--- config.mk ---
export PLATFORM = sky130hd
export DESIGN_NAME = pump_level_controller_top
export DESIGN_NICKNAME = d
export VERILOG_FILES = /design/src/rtl/core/plc_pkg.sv /design/src/rtl/core/plc_ctrl.sv /design/src/rtl/core/pump_level_controller_top.sv
export SDC_FILE = /design/constraint.sdc
export NUM_CORES = 1
export LEC_CHECK = 0
export BUFFER_PORTS_ARGS = -buffer_cell sky130_fd_sc_hd__buf_4
export CAP_MARGIN = 20
export CORE_UTILIZATION = 50
export DETAILED_ROUTE_END_ITERATION = 8
export GPL_TIMING_DRIVEN = 1
export PLACE_DENSITY = 0.81
export REMOVE_ABC_BUFFERS = 1
export SLEW_MARGIN = 10
export SYNTH_ARGS = -nofsm -noshare
export SYNTH_HDL_FRONTEND = slang
export SYNTH_HIERARCHICAL = 1
export SYNTH_SLANG_ARGS = --single-unit
--- constraint.sdc ---
create_clock -name clk -period 4.4 [get_ports clk]
set_clock_uncertainty 0.2 [all_clocks]
set_input_delay 0.66 -clock clk [delete_from_list [all_inputs] [get_ports clk]]
set_output_delay 0.66 -clock clk [all_outputs]
set_load 0.02 [all_outputs]
--- src/rtl/core/plc_pkg.sv ---
`default_nettype none

package plc_pkg;

  // default for the sensor silence limit in ticks
  localparam int SENSOR_TIMEOUT_TICKS_DEF = 30;

  // field widths
  localparam int FUNC_W  = 2;
  localparam int LEVEL_W = 8;
  localparam int DUR_W   = 16;
  localparam int LEFT_W  = 22;
  localparam int RUN_W   = 13;
  localparam int CNT_W   = 32;
  localparam int EVT_W   = 3;
  localparam int CFG_IDX_W  = 2;
  localparam int CFG_DATA_W = 16;

  // control constants
  localparam logic [LEVEL_W-1:0] DEF_ON_TH       = 8'd20;
  localparam logic [LEVEL_W-1:0] DEF_OFF_TH      = 8'd80;
  localparam logic [RUN_W-1:0]   DEF_TIMEOUT_SEC = 13'd3600;
  localparam logic [RUN_W-1:0]   MAX_TIMEOUT_SEC = 13'd7200;
  localparam logic [DUR_W-1:0]   MAX_TIMEOUT_MIN = 16'd120;
  localparam logic [RUN_W-1:0]   RUN_SAT         = 13'd8191;

  // function codes
  localparam logic [FUNC_W-1:0] FUNC_TICK   = 2'd0;
  localparam logic [FUNC_W-1:0] FUNC_REPORT = 2'd1;
  localparam logic [FUNC_W-1:0] FUNC_START  = 2'd2;
  localparam logic [FUNC_W-1:0] FUNC_STOP   = 2'd3;

  // event codes
  localparam logic [EVT_W-1:0] EVT_NONE       = 3'd0;
  localparam logic [EVT_W-1:0] EVT_ON_LOW     = 3'd1;
  localparam logic [EVT_W-1:0] EVT_OFF_HIGH   = 3'd2;
  localparam logic [EVT_W-1:0] EVT_OFF_TIMEOUT = 3'd3;
  localparam logic [EVT_W-1:0] EVT_OFF_SENSOR = 3'd4;
  localparam logic [EVT_W-1:0] EVT_MAN_EXPIRE = 3'd5;
  localparam logic [EVT_W-1:0] EVT_MAN_START  = 3'd6;
  localparam logic [EVT_W-1:0] EVT_MAN_STOP   = 3'd7;

  // register indexes
  localparam logic [CFG_IDX_W-1:0] CFG_ON_TH   = 2'd0;
  localparam logic [CFG_IDX_W-1:0] CFG_OFF_TH  = 2'd1;
  localparam logic [CFG_IDX_W-1:0] CFG_TIMEOUT = 2'd2;

  typedef struct packed {
    logic [LEVEL_W-1:0] on_threshold;
    logic [LEVEL_W-1:0] off_threshold;
    logic [DUR_W-1:0]   timeout_minutes;
  } plc_cfg_t;

  typedef struct packed {
    logic [FUNC_W-1:0]  func;
    logic [LEVEL_W-1:0] level_pct;
    logic [DUR_W-1:0]   duration_min;
  } plc_item_t;

  // controller state except the sensor silence counter
  typedef struct packed {
    logic               running;
    logic               override_on;
    logic [LEFT_W-1:0]  override_left;
    logic [RUN_W-1:0]   run_seconds;
    logic               sensor_seen;
    logic [LEVEL_W-1:0] last_level;
    logic [CNT_W-1:0]   total_run;
    logic [CNT_W-1:0]   ticks_up;
  } plc_state_t;

  typedef struct packed {
    logic               pump_on;
    logic               sensor_present;
    logic               manual_active;
    logic [LEFT_W-1:0]  override_secs_left;
    logic [CNT_W-1:0]   pump_runtime_total;
    logic [CNT_W-1:0]   uptime_sec;
    logic [LEVEL_W-1:0] level_now;
    logic [EVT_W-1:0]   event_res;
  } plc_result_t;

endpackage

`default_nettype wire

--- src/rtl/core/plc_ctrl.sv ---
`default_nettype none

module plc_ctrl #(
  parameter int SENSOR_TIMEOUT_TICKS = plc_pkg::SENSOR_TIMEOUT_TICKS_DEF,
  parameter int SR_W = $clog2(SENSOR_TIMEOUT_TICKS + 1)
) (
  input  plc_pkg::plc_cfg_t   cfg,
  input  plc_pkg::plc_item_t  item,
  input  plc_pkg::plc_state_t st,
  input  logic [SR_W-1:0]     since_report,
  output plc_pkg::plc_state_t st_next,
  output logic [SR_W-1:0]     since_report_next,
  output plc_pkg::plc_result_t res
);

  localparam logic [SR_W-1:0] SR_LIMIT = SR_W'(SENSOR_TIMEOUT_TICKS);

  logic [plc_pkg::LEVEL_W-1:0] on_th;
  logic [plc_pkg::LEVEL_W-1:0] off_th;
  logic [plc_pkg::RUN_W-1:0]   limit;
  logic [plc_pkg::LEFT_W-1:0]  dur_sec;
  logic [plc_pkg::EVT_W-1:0]   evt;
  logic [plc_pkg::RUN_W-1:0]   tm_sec;

  // effective thresholds and run limit
  always_comb begin
    on_th  = (cfg.on_threshold != '0) ? cfg.on_threshold : plc_pkg::DEF_ON_TH;
    off_th = (cfg.off_threshold != '0) ? cfg.off_threshold : plc_pkg::DEF_OFF_TH;
    tm_sec = (plc_pkg::RUN_W'(cfg.timeout_minutes[6:0]) << 6)
           - (plc_pkg::RUN_W'(cfg.timeout_minutes[6:0]) << 2);
    if (cfg.timeout_minutes == '0) begin
      limit = plc_pkg::DEF_TIMEOUT_SEC;
    end else if (cfg.timeout_minutes > plc_pkg::MAX_TIMEOUT_MIN) begin
      limit = plc_pkg::MAX_TIMEOUT_SEC;
    end else begin
      limit = tm_sec;
    end
    // minutes times 60 as two shifts
    dur_sec = (plc_pkg::LEFT_W'(item.duration_min) << 6)
            - (plc_pkg::LEFT_W'(item.duration_min) << 2);
  end

  // next state for one word
  always_comb begin
    st_next           = st;
    since_report_next = since_report;
    evt               = plc_pkg::EVT_NONE;
    unique case (item.func)
      plc_pkg::FUNC_TICK: begin
        // time advances first
        if (since_report < SR_LIMIT) begin
          since_report_next = since_report + 1'b1;
        end
        if (st.running && st.run_seconds < plc_pkg::RUN_SAT) begin
          st_next.run_seconds = st.run_seconds + 1'b1;
        end
        if (st.override_left != '0) begin
          st_next.override_left = st.override_left - 1'b1;
        end
        // control decision
        if (st.override_on) begin
          if (st_next.override_left == '0) begin
            st_next.override_on = 1'b0;
            st_next.running     = 1'b0;
            evt = plc_pkg::EVT_MAN_EXPIRE;
          end else if (!st.running) begin
            st_next.running     = 1'b1;
            st_next.run_seconds = '0;
          end
        end else if (since_report_next >= SR_LIMIT) begin
          st_next.sensor_seen = 1'b0;
          if (st.running) begin
            st_next.override_left = '0;
            st_next.running       = 1'b0;
            evt = plc_pkg::EVT_OFF_SENSOR;
          end
        end else begin
          st_next.sensor_seen = 1'b1;
          if (st.running && st_next.run_seconds >= limit) begin
            st_next.override_left = '0;
            st_next.running       = 1'b0;
            evt = plc_pkg::EVT_OFF_TIMEOUT;
          end else if (st.last_level <= on_th && !st.running) begin
            st_next.running     = 1'b1;
            st_next.run_seconds = '0;
            evt = plc_pkg::EVT_ON_LOW;
          end else if (st.last_level >= off_th && st.running) begin
            st_next.override_left = '0;
            st_next.running       = 1'b0;
            evt = plc_pkg::EVT_OFF_HIGH;
          end
        end
        // counters after the decision
        if (st_next.running) begin
          st_next.total_run = st.total_run + 1'b1;
        end
        st_next.ticks_up = st.ticks_up + 1'b1;
      end
      plc_pkg::FUNC_REPORT: begin
        st_next.last_level = item.level_pct;
        since_report_next  = '0;
      end
      plc_pkg::FUNC_START: begin
        if (item.duration_min != '0) begin
          st_next.override_on   = 1'b1;
          st_next.override_left = dur_sec;
          st_next.running       = 1'b1;
          if (!st.running) begin
            st_next.run_seconds = '0;
          end
          evt = plc_pkg::EVT_MAN_START;
        end else begin
          st_next.override_on   = 1'b0;
          st_next.override_left = '0;
          st_next.running       = 1'b0;
          evt = plc_pkg::EVT_MAN_STOP;
        end
      end
      plc_pkg::FUNC_STOP: begin
        st_next.override_on   = 1'b0;
        st_next.override_left = '0;
        st_next.running       = 1'b0;
        evt = plc_pkg::EVT_MAN_STOP;
      end
      default: begin
        st_next = st;
      end
    endcase
  end

  // result word from the updated state
  always_comb begin
    res.pump_on              = st_next.running;
    res.sensor_present       = st_next.sensor_seen;
    res.manual_active        = st_next.override_on;
    res.override_secs_left   = st_next.override_on ? st_next.override_left : '0;
    res.pump_runtime_total   = st_next.total_run;
    res.uptime_sec           = st_next.ticks_up;
    res.level_now            = st_next.last_level;
    res.event_res            = evt;
  end

endmodule

`default_nettype wire

--- src/rtl/core/pump_level_controller_top.sv ---
// pump level controller
// words go from the input word register to the result word register
// one word per cycle unless stalled; state loop closes in the single update stage
// reset (rst, synchronous): pump off, no override, all counters zero, the config
// registers zero, both pipeline stages empty
`default_nettype none

module pump_level_controller_top #(
  parameter int SENSOR_TIMEOUT_TICKS = plc_pkg::SENSOR_TIMEOUT_TICKS_DEF
) (
  input  wire logic                              clk,
  input  wire logic                              rst,
  // configuration write port
  input  wire logic                              cfg_we,
  input  wire logic [plc_pkg::CFG_IDX_W-1:0]     cfg_index,
  input  wire logic [plc_pkg::CFG_DATA_W-1:0]    cfg_data,
  // input channel
  input  wire logic                              in_valid,
  output logic                                   in_stall,
  input  wire logic [plc_pkg::FUNC_W-1:0]        func,
  input  wire logic [plc_pkg::LEVEL_W-1:0]       level_pct,
  input  wire logic [plc_pkg::DUR_W-1:0]         duration_min,
  // output channel
  output logic                                   out_valid,
  input  wire logic                              out_stall,
  output logic                                   pump_on,
  output logic                                   sensor_present,
  output logic                                   manual_active,
  output logic [plc_pkg::LEFT_W-1:0]             override_secs_left,
  output logic [plc_pkg::CNT_W-1:0]              pump_runtime_total,
  output logic [plc_pkg::CNT_W-1:0]              uptime_sec,
  output logic [plc_pkg::LEVEL_W-1:0]            level_now,
  output logic [plc_pkg::EVT_W-1:0]              event_res
);

  localparam int SR_W = $clog2(SENSOR_TIMEOUT_TICKS + 1);

  plc_pkg::plc_cfg_t    cfg;
  plc_pkg::plc_item_t   item;
  logic                 item_valid;
  plc_pkg::plc_state_t  st;
  plc_pkg::plc_state_t  st_next;
  logic [SR_W-1:0]      since_report;
  logic [SR_W-1:0]      since_report_next;
  plc_pkg::plc_result_t res_next;
  plc_pkg::plc_result_t res;
  logic                 res_valid;
  logic                 advance;
  logic                 in_take;

  // handshake control
  assign advance  = !res_valid || !out_stall;
  assign in_stall = item_valid && !advance;
  assign in_take  = in_valid && !in_stall;

  // configuration registers
  always_ff @(posedge clk) begin
    if (rst) begin
      cfg <= '0;
    end else if (cfg_we) begin
      unique case (cfg_index)
        plc_pkg::CFG_ON_TH:   cfg.on_threshold    <= cfg_data[plc_pkg::LEVEL_W-1:0];
        plc_pkg::CFG_OFF_TH:  cfg.off_threshold   <= cfg_data[plc_pkg::LEVEL_W-1:0];
        plc_pkg::CFG_TIMEOUT: cfg.timeout_minutes <= cfg_data;
        default: begin
          cfg <= cfg;
        end
      endcase
    end
  end

  // input word register
  always_ff @(posedge clk) begin
    if (rst) begin
      item_valid <= 1'b0;
    end else if (in_take) begin
      item_valid <= 1'b1;
    end else if (advance) begin
      item_valid <= 1'b0;
    end
  end

  always_ff @(posedge clk) begin
    if (in_take) begin
      item.func         <= func;
      item.level_pct    <= level_pct;
      item.duration_min <= duration_min;
    end
  end

  // state update and result computation
  plc_ctrl #(
    .SENSOR_TIMEOUT_TICKS (SENSOR_TIMEOUT_TICKS),
    .SR_W                 (SR_W)
  ) u_ctrl (
    .cfg               (cfg),
    .item              (item),
    .st                (st),
    .since_report      (since_report),
    .st_next           (st_next),
    .since_report_next (since_report_next),
    .res               (res_next)
  );

  // controller state
  always_ff @(posedge clk) begin
    if (rst) begin
      st           <= '0;
      since_report <= '0;
    end else if (item_valid && advance) begin
      st           <= st_next;
      since_report <= since_report_next;
    end
  end

  // result word register
  always_ff @(posedge clk) begin
    if (rst) begin
      res_valid <= 1'b0;
    end else if (advance) begin
      res_valid <= item_valid;
    end
  end

  always_ff @(posedge clk) begin
    if (item_valid && advance) begin
      res <= res_next;
    end
  end

  // output ports
  assign out_valid            = res_valid;
  assign pump_on              = res.pump_on;
  assign sensor_present       = res.sensor_present;
  assign manual_active        = res.manual_active;
  assign override_secs_left   = res.override_secs_left;
  assign pump_runtime_total   = res.pump_runtime_total;
  assign uptime_sec           = res.uptime_sec;
  assign level_now            = res.level_now;
  assign event_res            = res.event_res;

endmodule

`default_nettype wire

==> Yosys cells after proc, flatten, opt, wreduce, memory -nomap -nowiden <==
Cells that the tools add are included.
{ "totals": {"ff_bits": 275, "inputBits": 49, "output_inout_bits": 102, "elab_cells": 128} }
{ "classes": {"add_sub_neg": 7, "n_lt_le_gt_ge": 7, "n_eq_ne": 7, "muxes": 53, "n_reduce_logical": 29} }
{ "op_table": {"columns": ["operator", "n"], "rows": [
  ["$mux 22", 8],
  ["$mux 13", 12],
  ["$pmux 24 s3", 1],
  ["$add 32x1->32 const B", 2],
  ["$mux 64", 1],
  ["$mux 32", 1],
  ["$pmux 13 s2", 1],
  ["$mux 24", 1],
  ["$mux 8", 3],
  ["$logic_not 22->1", 1],
  ["$reduce_bool 22->1", 1],
  ["$sub 22x1->22 const B", 1],
  ["$sub 22x18->22", 1],
  ["$gt 16x7->1 const B", 1],
  ["$logic_not 16->1", 1],
  ["$reduce_bool 16->1", 1],
  ["$reduce_bool 8->1", 2],
  ["$mux 3", 5],
  ["$mux 1", 14],
  ["$add 13x1->13 const B", 1],
  ["$ge 13x13->1", 1],
  ["$lt 13x13->1 const B", 1],
  ["$sub 13x9->13", 1],
  ["$mux 5", 2],
  ["19 further kinds", 39]
]} }

==> Logic depth before layout (Yosys ltp) <==
Gate-level depths: netlist of run 1.
{ "depth": {"ltp_word": 12, "ltp_mapped": 24, "depth_no_buf": 22} }

==> Modules after synthesis <==
Netlist of run 1, hierarchy kept.
{ "modules_own_cells": {"columns": ["module", "instances", "cells_per_inst", "area_per_inst_um2", "seq_area_each_um2"], "rows": [
  ["pump_level_controller_top", 1, 759, 10306.1, 6766.5],
  ["plc_ctrl", 1, 904, 5919.4, 0.0]
]} }

==> Worst setup path after synthesis of run 1 <==
No wires, ideal clock.
{ "synth_timing": {"path_type": "reg-to-reg", "startpoint": "reg, netlist name st[76]", "endpoint": "reg, netlist name st[43]", "setup_time_ns": 0.126, "arrival_ns": 4.416, "t_required_ns": 4.074, "path_slack_ns": -0.342, "path_stages_with_launch": 24, "path_buffers": 3, "period_less_slack_ns": 4.742, "cell_sequence": "dfxtp_1 buf_2 nand4_2 or4_1 and2_1 clkbuf_1 nand3_1 nor2_1 nand2_1 nor2_1 xor2_1 ha_1 a21o_1 a21o_1 a21oi_1 a41o_1 o2111a_2 a311oi_4 or4_4 or3_4 xnor2_2 buf_4 nand2b_1 mux2i_1"} }

==> results of run 1 <==
==> routing by layer <==
| layer | up-vias | GRT usage |
|---|---|---|
| met5 | - | 0 |
| met2 | 377 | 0.369 |
| met4 | 0 | 0.0733 |
| met3 | 84 | 0.0243 |
| met1 | 6003 | 0.291 |
| li1 | 6030 | - |
==> logic make-up after synthesis <==
| group | Yosys count | synth area share |
|---|---|---|
| and+or+nand+nor | 689 | 0.244 |
| DFF | 275 | 0.417 |
| buffers and inverters | 215 | 0.0743 |
| AOI/OAI and AO/OA | 179 | 0.0766 |
| muxes | 150 | 0.0927 |
| xor gates and xnor gates | 105 | 0.0571 |
| adders and majority gates | 50 | 0.0386 |
==> power breakdown <==
group          total (mW)  switching (mW)  leakage, nW  internal [mW]
Clock                2.50            1.07        0.472           1.43
Sequential           2.84          0.0721         2.37           2.77
Combinational        1.36           0.764         4.79          0.597
Total                6.70            1.91         7.63           4.80
==> worst max-delay path by stage <==
stage	from	end	slack (ps)
floorplan	out_valid	since_report[0]	-4450
global placement	st[77]	st[59]	-170
detailed placement	st[76]	st[53]	-320
CTS	st[77]	st[43]	-150
global route	st[77]	st[54]	-400
finish	st[80]	pump_runtime_total[22]	-260
==> worst register-to-register path: cells and delay by family, from the launching register on <==
kind | cells | cell delay, ps
and+or+nand+nor | 9 | 1820
adders and majority gates | 1 | 300
DFF | 1 | 340
xor gates and xnor gates | 2 | 330
AOI/OAI and AO/OA | 4 | 930
buffers and inverters | 3 | 490
==> flip-flops by register name (all words and copies together) (netlist names) <==
signal / flops
st: 110
cfg: 32
pump_runtime_total: 32
uptime_sec: 32
item: 26
override_secs_left: 22
level_now: 8
since_report: 5
event_res: 3
item_valid: 1
manual_active: 1
out_valid: 1
pump_on: 1
sensor_present: 1
==> layout by cell type, fill, tap and decap left out, types with 14 or more instances in the layout <==
cell       instances
nor3_1            28
nor2_1            54
nand4_1           26
xnor2_1           49
nand2b_1         286
inv_1             58
nand3_1           38
buf_4            253
clkbuf_16         31
ha_1              45
edfxtp_1         126
a21oi_1           37
a21o_1            14
dfxtp_1          139
nand2_1          103
mux2i_1          148
nor2b_1           19
xor2_1            41
o21ai_0           23
==> repair_timing <==
item | in CTS | in global routing
hold buffers | 0 | 0
gates cloned | 1 | 1
setup endpoints to repair | 88 | 105
gates resized for setup | 59 | 91
setup buffers | 20 | 25
pin swaps | 34 | 36
==> cell type report <==
| type | instances | area (µm²) | area share |
|---|---|---|---|
| multi-input cells | 1174 | 8830 | 0.453 |
| inverters | 60 | 225 | 0.0116 |
| repair buffers | 271 | 2170 | 0.111 |
| clock inverters | 18 | 156 | 0.00803 |
| well taps | 402 | 503 | 0.0258 |
| clock buffers | 40 | 820 | 0.0421 |
| flip-flops and latches | 275 | 6780 | 0.348 |
==> metrics by stage <==
stage | setup TNS (ps) | hold slack, ps
detailed placement | -8510 | 262
CTS | -2070 | 39.8
global route | -17500 | 47.8
floorplan | -950210 | 246
global placement | -3260 | 258
finish | -6670 | 66.1
==> metrics.csv, run 1 <==
stage,metric,value,unit
drt,vias_per_cell,5.58,
clocking,cts.sinks,275,
worst_setup_path,arrival,4790,ps
clocking,cts_root_buf,clkbuf_16,
clocking,htreeDepth,1,
drt,wl_met1,17100,µm
floorplanning,pin_count,151,
final_layout,final_cells,2240,
global_routing,gr-total-overflow,0,
clocking,insertion_delay,570,ps
worst_setup_path,crit_path_max_incr_delay,540,ps
global_routing,grt_max_degree,192,
run_status,status,finished with violations,
drt,first_pass_iters,5,
power,p_leak,7.63,nW
floorplanning,core,31700,µm²
worst_setup_path,timing.rr.start,st[80],
synth,synth_area,16200,µm²
final_layout,drive_gt1_frac,0.244,
synth,yosysTopAreaCell,edfxtp_1,
power,p_total,6.70,mW
clocking,cts_buffers,31,
worst_setup_path,ff2ff_setup_slack,-260,ps
drt,drt_wl_total,38300,µm
worst_setup_path,cp_slowest_cell,or4_4,
floorplanning,dieHeight,182,µm
min_path,hold_path.class,in -> reg,
worst_setup_path,cpLargestDelayFamily,simple AND/OR/NAND/NOR gates,
final_layout,antennaDiodeCount,0,
drt,via_count,12494,
clocking,tritoncts,yes,
synth,synth_warnings,6,
sta,fin_crit,4660,ps
drt,drtIter0Drc,834,
placed_design,dp.cells,2140,
worst_setup_path,required,4530,ps
synth,synth_edf_count,126,
synth,ys_ff_latch,275,
synth,synth_commonest_cells,"287 x nand2b_1, 149 x dfxtp_1, 148 x mux2i_1, 126 x edfxtp_1, 105 x nand2_1",
job,max-cap-violations,0,
global_routing,grt_pass1_vias,12049,
min_path,hold_end,item[2],
power,irDropWorstVdd,0.287,mV
sta,setup_viol,56,
sta,rsz0062_at_grt,true,
synth,ys.flop_type,dfxtp_1,
global_routing,grt_use_total,0.218,
worst_setup_path,critPathKind,reg -> reg,
placed_design,portBuffers,150,
floorplanning,initial_core_util,0.512,
drt,drc_errors,0,
worst_setup_path,path_common_cell,buf_4,
worst_setup_path,rr_worst_depth,19,
final_layout,area_delta_synth_final,20.1,%
synth,syn_area_per_cell,9.76,µm²
placed_design,dp_slack,-318,ps
worst_setup_path,cp-start-kind,flop,
floorplanning,chipWidth,182,µm
drt,dr_wl_met3,2010,µm
run_status,violations,setup timing,
sta,relSlewSlack,0.303,
synth,synth_cells,1663,
drt,postRouteAntennaNets,0,
sta,fmax,215,MHz
worst_setup_path,crit_cells,19,
drt,wl_per_cell,17.1,µm
sta,slew_violations,0,
worst_setup_path,crit_chain,nand2_1 > or4_4 > and2_4 > nand4_1 > nor2_2 > xor2_1 > ha_1 > nand4_1 > nor4_2 > a32oi_2 > a41o_1 > o2111a_2 > a311oi_4 > buf_4 > or3_4 > buf_4 > nor3_4 > xor2_1 > buf_4,
sta,finalCritPeriodShare,1.06,
clocking,clockBufferDepth,3,
global_routing,grt_pass1_wl,59800,µm
drt,wl_met2,18100,µm
min_path,min_path_cells,1,
clocking,clk_pin_slew,60,ps
placed_design,dp_hpwl,25600,µm
final_layout,utilization,0.614,
final_layout,stdcell_area,19500,µm²
floorplanning,std_cell_rows,65,
synth,synthMostInstantiatedCell,nand2b_1,
power,p_per_area,344,nW/µm²
synth,seq_area_frac_synth,0.417,
placed_design,gp_congestion,0.920,
final_layout,nFillCells,2596,
min_path,hp-start,duration_min[2],
sta,hold_viol,0,
worst_setup_path,timing.rr.end,pump_runtime_total[22],
synth,synth_cell_type_count,85,
final_layout,nNetsFinal,1912,
synth,synth_area_leaders,"edfxtp_1 23%, dfxtp_1 18%, nand2b_1 11%",
synth,synthArstFlopShare,0,
synth,yosys.area.top_type_share,0.233,
global_routing,antenna_found_initial,0,
sta,worst_pin_slew,1040,ps
worst_setup_path,cp.buffers_inverters,3,
drt,dr.max_layer_used,met4,
floorplanning,die-area,33200,µm²
placed_design,place_area,17600,µm²
worst_setup_path,endpoint_kind,flop,
worst_setup_path,worstPathMaxFanout,6,
sta,setup_ws,-257,ps
No activity file was read; power rests on OpenSTA's default activity.
==> run 2, diff against run 1 <==
--- a/config.mk
+++ b/config.mk
@@ -7,11 +7,12 @@
 export LEC_CHECK = 0
 export BUFFER_PORTS_ARGS = -buffer_cell sky130_fd_sc_hd__buf_4
 export CAP_MARGIN = 20
+export CORE_MARGIN = 2
 export CORE_UTILIZATION = 50
+export CTS_CLUSTER_SIZE = 10
 export DETAILED_ROUTE_END_ITERATION = 8
 export GPL_TIMING_DRIVEN = 1
 export PLACE_DENSITY = 0.81
-export REMOVE_ABC_BUFFERS = 1
 export SLEW_MARGIN = 10
 export SYNTH_ARGS = -nofsm -noshare
 export SYNTH_HDL_FRONTEND = slang
==> run 2 against run 1 <==
Compared with the run above:
- the flow still finishes with violations (setup timing)
- critical path depth is the same
- count of clock-buffer cells in the layout grew 16
- sequential power is essentially flat
- critical endpoint is now st[63]
==> metrics.csv, run 2 (synthesized netlist as in run 1, its figures left out) <==
stage,metric,value,unit
run_status,status,finished with violations,
run_status,violations,setup timing,
sta,fin_crit,4550,ps
min_path,hold_path.class,in -> reg,
worst_setup_path,crit_path_max_incr_delay,580,ps
floorplanning,pin_count,151,
placed_design,dp.cells,2141,
drt,first_pass_iters,5,
sta,worst_pin_slew,982,ps
drt,drt_wl_total,36400,µm
sta,slew_violations,0,
worst_setup_path,required,4630,ps
floorplanning,dieHeight,184,µm
sta,whs,125,ps
worst_setup_path,cpLargestDelayFamily,simple AND/OR/NAND/NOR gates,
power,irDropWorstVdd,0.301,mV
placed_design,dp_hpwl,24600,µm
final_layout,drive_gt1_frac,0.232,
worst_setup_path,crit_cells,19,
synth,synthesis.nets,1762,
clocking,cts_root_buf,clkbuf_16,
sta,rsz0062_at_grt,true,
final_layout,area_delta_synth_final,19.2,%
final_layout,seqCellArea,6790,µm²
sta,hold_viol,0,
floorplanning,std_cell_rows,65,
final_layout,multi_input_area,8790,µm²
final_layout,layout_commonest_cell,nand2b_1,
worst_setup_path,arrival,4790,ps
global_routing,grt_use_total,0.207,
clocking,clk_pin_slew,60,ps
clocking,tritoncts,yes,
global_routing,antenna_found_initial,0,
power,p_total,6.70,mW
worst_setup_path,crit_chain,nand4_4 > or4_4 > and2_4 > nand4_1 > nor2_2 > xor2_1 > ha_1 > a211oi_2 > nor2_2 > o31ai_4 > a41o_1 > o2111a_2 > a311oi_4 > or4_4 > buf_6 > nor3_4 > xor2_1 > nand2b_1 > mux2i_1,
drt,drtIter0Drc,911,
drt,drc_errors,0,
global_routing,grt_pass1_wl,57600,µm
worst_setup_path,cp_slowest_cell,or4_4,
floorplanning,die-area,33900,µm²
floorplanning,chipWidth,184,µm
clocking,ctsHoldBuffers,0,
power,p_per_area,347,nW/µm²
floorplanning,initial_core_util,0.512,
final_layout,nNetsFinal,1899,
worst_setup_path,endpoint_kind,flop,
clocking,cts_buffers,34,
worst_setup_path,worstPathMaxFanout,6,
global_routing,grt_max_degree,129,
drt,postRouteAntennaNets,0,
sta,setup_viol,38,
drt,vias_per_cell,5.51,
final_layout,top_register,st,
sta,fmax,220,MHz
drt,wl_per_cell,16.4,µm
final_layout,nFillCells,2600,
clocking,clockBufferDepth,3,
sta,setup_ws,-153,ps
global_routing,gr-total-overflow,0,
final_layout,stdcell_area,19300,µm²
placed_design,dp_slack,-238,ps
placed_design,portBuffers,150,
job,max-cap-violations,0,
worst_setup_path,cp-start-kind,flop,
placed_design,gp_congestion,0.951,
final_layout,largest_reg_flops,110,
drt,via_count,12255,
clocking,insertion_delay,520,ps
final_layout,antennaDiodeCount,0,
final_layout,final_cells,2226,
sta,relSlewSlack,0.345,
worst_setup_path,cp.buffers_inverters,1,
floorplanning,core,31700,µm²
global_routing,grt_pass1_vias,11600,
clocking,cts.sinks,275,
sta,finalCritPeriodShare,1.03,
worst_setup_path,rr_worst_depth,19,
worst_setup_path,critPathKind,reg -> reg,
final_layout,mostFrequentLayoutCells,"287 x nand2b_1, 241 x buf_4, 148 x mux2i_1, 136 x dfxtp_1, 126 x edfxtp_1",
min_path,min_path_cells,1,
clocking,htreeDepth,2,
power,p_leak,7.63,nW
placed_design,place_area,17600,µm²
==> run 2: cell count changes in the layout (fill, tap and decap cells not counted), moves of 5 or more <==
cell	delta
nor3_4	+6
o21ai_1	-6
buf_4	-12
clkinv_2	-5
clkbuf_1	+11
o21ai_0	+8
nor3_2	-5
==> run 2: layout make-up <==
type                            instances  share of cell area
Inverter                               60              0.0116
Timing Repair Buffer                  255               0.104
Clock inverter                          4             0.00239
Multi-Input combinational cell       1174               0.455
Sequential cell                       275               0.351
Tap cell                              402              0.0260
Clock buffer                           56              0.0504
==> run 2: path summary, 6_finish.rpt <==
| check | endpoint | slack (ps) | start |
|---|---|---|---|
| setup / recovery | st[63] | -150 | st[79] |
| hold / removal | item[4] | 130 | duration_min[4] |
| setup reg to reg | st[63] | -150 | st[79] |
| hold reg to reg | cfg[8] | 270 | cfg[8] |
==> run 2: routing by layer <==
metal,vias up,track usage,wire length (µm)
met2,329,0.342,17300
met4,0,0.0621,682
met1,5879,0.281,16600
met5,-,0,0
li1,5990,-,-
met3,57,0.0290,1870
==> run 2: what timing repair did <==
action | in CTS | in global routing
cloned | 0 | 1
resized for setup | 27 | 94
pin swaps | 16 | 48
setup buffers | 3 | 26
setup endpoints to repair | 75 | 99
==> run 2: worst register-to-register path: cells and delay by family, from the launching register on <==
| family | cells | cell delay (ps) |
|---|---|---|
| simple gates | 9 | 1860 |
| compound gates | 5 | 1010 |
| xor+xnor | 2 | 430 |
| flops | 1 | 360 |
| fa+ha+maj | 1 | 290 |
| buf+inv | 1 | 160 |
| mux | 1 | 150 |
==> run 2: through the flow <==
stage,TNS (ps),utilization
floorplan,-1330,-
global placement,-971,0.555
detailed placement,-5110,0.555
CTS,-581,0.591
global route,-8460,0.610
finish,-2110,0.610
==> run 2: where the power goes <==
group / switching, mW / internal, mW / leakage [nW]
Clock: 1.05 / 1.52 / 0.490
Combinational: 0.730 / 0.570 / 4.77
Sequential: 0.0709 / 2.77 / 2.38
Total: 1.85 / 4.86 / 7.63
==> run 3, diff against run 2 <==
--- a/config.mk
+++ b/config.mk
@@ -7,7 +7,6 @@
 export LEC_CHECK = 0
 export BUFFER_PORTS_ARGS = -buffer_cell sky130_fd_sc_hd__buf_4
 export CAP_MARGIN = 20
-export CORE_MARGIN = 2
 export CORE_UTILIZATION = 50
 export CTS_CLUSTER_SIZE = 10
 export DETAILED_ROUTE_END_ITERATION = 8
==> run 3 against run 2 <==
Compared with the run above:
- the run still ends with setup timing left
- fmax shrank 0.10%
- largest power group unchanged
- sequential cell count stayed put
- cell count is 0.27% higher
- wire length grew 1.1%
- die area is 2.2% lower
- critical path depth grew 2
- critical endpoint unchanged
==> metrics.csv, run 3 (synthesized netlist as in run 1, its figures left out) <==
stage,metric,value,unit
run_status,status,finished with violations,
run_status,violations,setup timing,
global_routing,grt_pass1_vias,11630,
sta,whs,121,ps
drt,drc_errors,0,
floorplanning,dieHeight,182,µm
power,p_leak,7.69,nW
drt,postRouteAntennaNets,0,
final_layout,layout_commonest_cell,nand2b_1,
sta,worst_pin_slew,1050,ps
floorplanning,core,31700,µm²
sta,hold_viol,0,
sta,fin_crit,4560,ps
final_layout,largest_reg_flops,110,
worst_setup_path,crit_chain,inv_2 > ha_4 > a31o_4 > a21o_1 > a211oi_2 > and3_1 > xnor2_1 > o22ai_1 > ha_1 > nand4_1 > nor4_2 > a32oi_2 > a41o_1 > o2111a_2 > a311oi_4 > or4_4 > buf_6 > nor3_4 > xor2_1 > nand2b_1 > mux2i_1,
final_layout,area_delta_synth_final,20.9,%
sta,relSlewSlack,0.303,
final_layout,final_cells,2232,
clocking,cts.sinks,275,
placed_design,dp_hpwl,24600,µm
sta,finalCritPeriodShare,1.04,
floorplanning,std_cell_rows,65,
global_routing,antenna_found_initial,1,
placed_design,portBuffers,150,
worst_setup_path,critPathKind,reg -> reg,
final_layout,antennaDiodeCount,0,
clocking,tritoncts,yes,
clocking,cts_root_buf,clkbuf_16,
worst_setup_path,worstPathMaxFanout,6,
clocking,clk_pin_slew,50,ps
sta,setup_viol,48,
power,irDropWorstVdd,0.295,mV
placed_design,gp_congestion,0.946,
placed_design,dp_slack,-354,ps
global_routing,grt_use_total,0.211,
final_layout,top_register,st,
global_routing,gr-total-overflow,0,
synth,synthesis.nets,1762,
clocking,cts_buffers,34,
sta,fmax,219,MHz
sta,slew_violations,0,
final_layout,mostFrequentLayoutCells,"286 x nand2b_1, 234 x buf_4, 148 x mux2i_1, 137 x dfxtp_1, 126 x edfxtp_1",
final_layout,stdcell_area,19600,µm²
worst_setup_path,cp_slowest_cell,or4_4,
worst_setup_path,cp-start-kind,flop,
final_layout,nNetsFinal,1904,
placed_design,place_area,17600,µm²
sta,setup_tns,-2890,ps
drt,wl_per_cell,16.5,µm
worst_setup_path,crit_path_max_incr_delay,540,ps
worst_setup_path,required,4620,ps
floorplanning,chipWidth,182,µm
clocking,htreeDepth,2,
clocking,clockBufferDepth,3,
global_routing,grt_max_degree,159,
sta,rsz0062_at_grt,true,
drt,vias_per_cell,5.51,
final_layout,drive_gt1_frac,0.246,
floorplanning,die-area,33200,µm²
clocking,ctsHoldBuffers,0,
min_path,hold_path.class,in -> reg,
worst_setup_path,endpoint_kind,flop,
global_routing,grt_pass1_wl,57700,µm
drt,drtIter0Drc,836,
floorplanning,initial_core_util,0.512,
sta,setup_ws,-158,ps
drt,via_count,12291,
worst_setup_path,arrival,4780,ps
drt,drt_wl_total,36900,µm
power,p_per_area,345,nW/µm²
drt,first_pass_iters,5,
clocking,insertion_delay,510,ps
power,p_total,6.77,mW
floorplanning,pin_count,151,
placed_design,dp.cells,2145,
job,max-cap-violations,0,
final_layout,nFillCells,2511,
final_layout,utilization,0.619,
## run 3: power by group
part | switching, mW | internal, mW | total [mW]
logic | 0.763 | 0.593 | 1.36
clock network | 1.05 | 1.52 | 2.57
registers | 0.0735 | 2.77 | 2.84
## run 3: layer usage
metal / share of wire / wire length [µm] / up-vias / global-route usage
li1: - / - / 6008 / -
met3: 0.045 / 1660 / 65 / 0.0313
met1: 0.46 / 17000 / 5926 / 0.287
met2: 0.47 / 17400 / 290 / 0.349
met4: 0.021 / 792 / 2 / 0.0618
met5: 0.00035 / 13 / - / 0
## run 3: worst paths after layout
path | start | end | slack, ps | depth (start not counted)
min reg2reg | cfg[13] | cfg[13] | 280 | 2
max reg2reg | cfg[4] | st[63] | -160 | 21
max | cfg[4] | st[63] | -160 | 21
min | duration_min[8] | item[8] | 120 | 1
## run 3: area by class of cell
class / count / area [µm²] / area share
clock inverters: 5 / 46.3 / 0.00236
multi-input cells: 1174 / 8990 / 0.458
well taps: 402 / 503 / 0.0256
inverters: 60 / 225 / 0.0115
clock buffers: 56 / 975 / 0.0497
flip-flops and latches: 275 / 6780 / 0.346
repair buffers: 260 / 2100 / 0.107
## run 3: worst max-delay path, delay by kind of cell (launching register included)
family,cells,cell delay [ps]
adders and majority gates,2,550
buffers and inverters,2,210
muxes,1,150
AOI/OAI and AO/OA,8,1460
DFF,1,330
and+or+nand+nor,6,1210
xor gates and xnor gates,2,360
## run 3: repair_timing
action	4_1_cts	5_1_grt
pin swaps	41	69
endpoints found under the setup margin	81	104
setup buffers	10	23
resized for setup	52	118
cloned	1	0
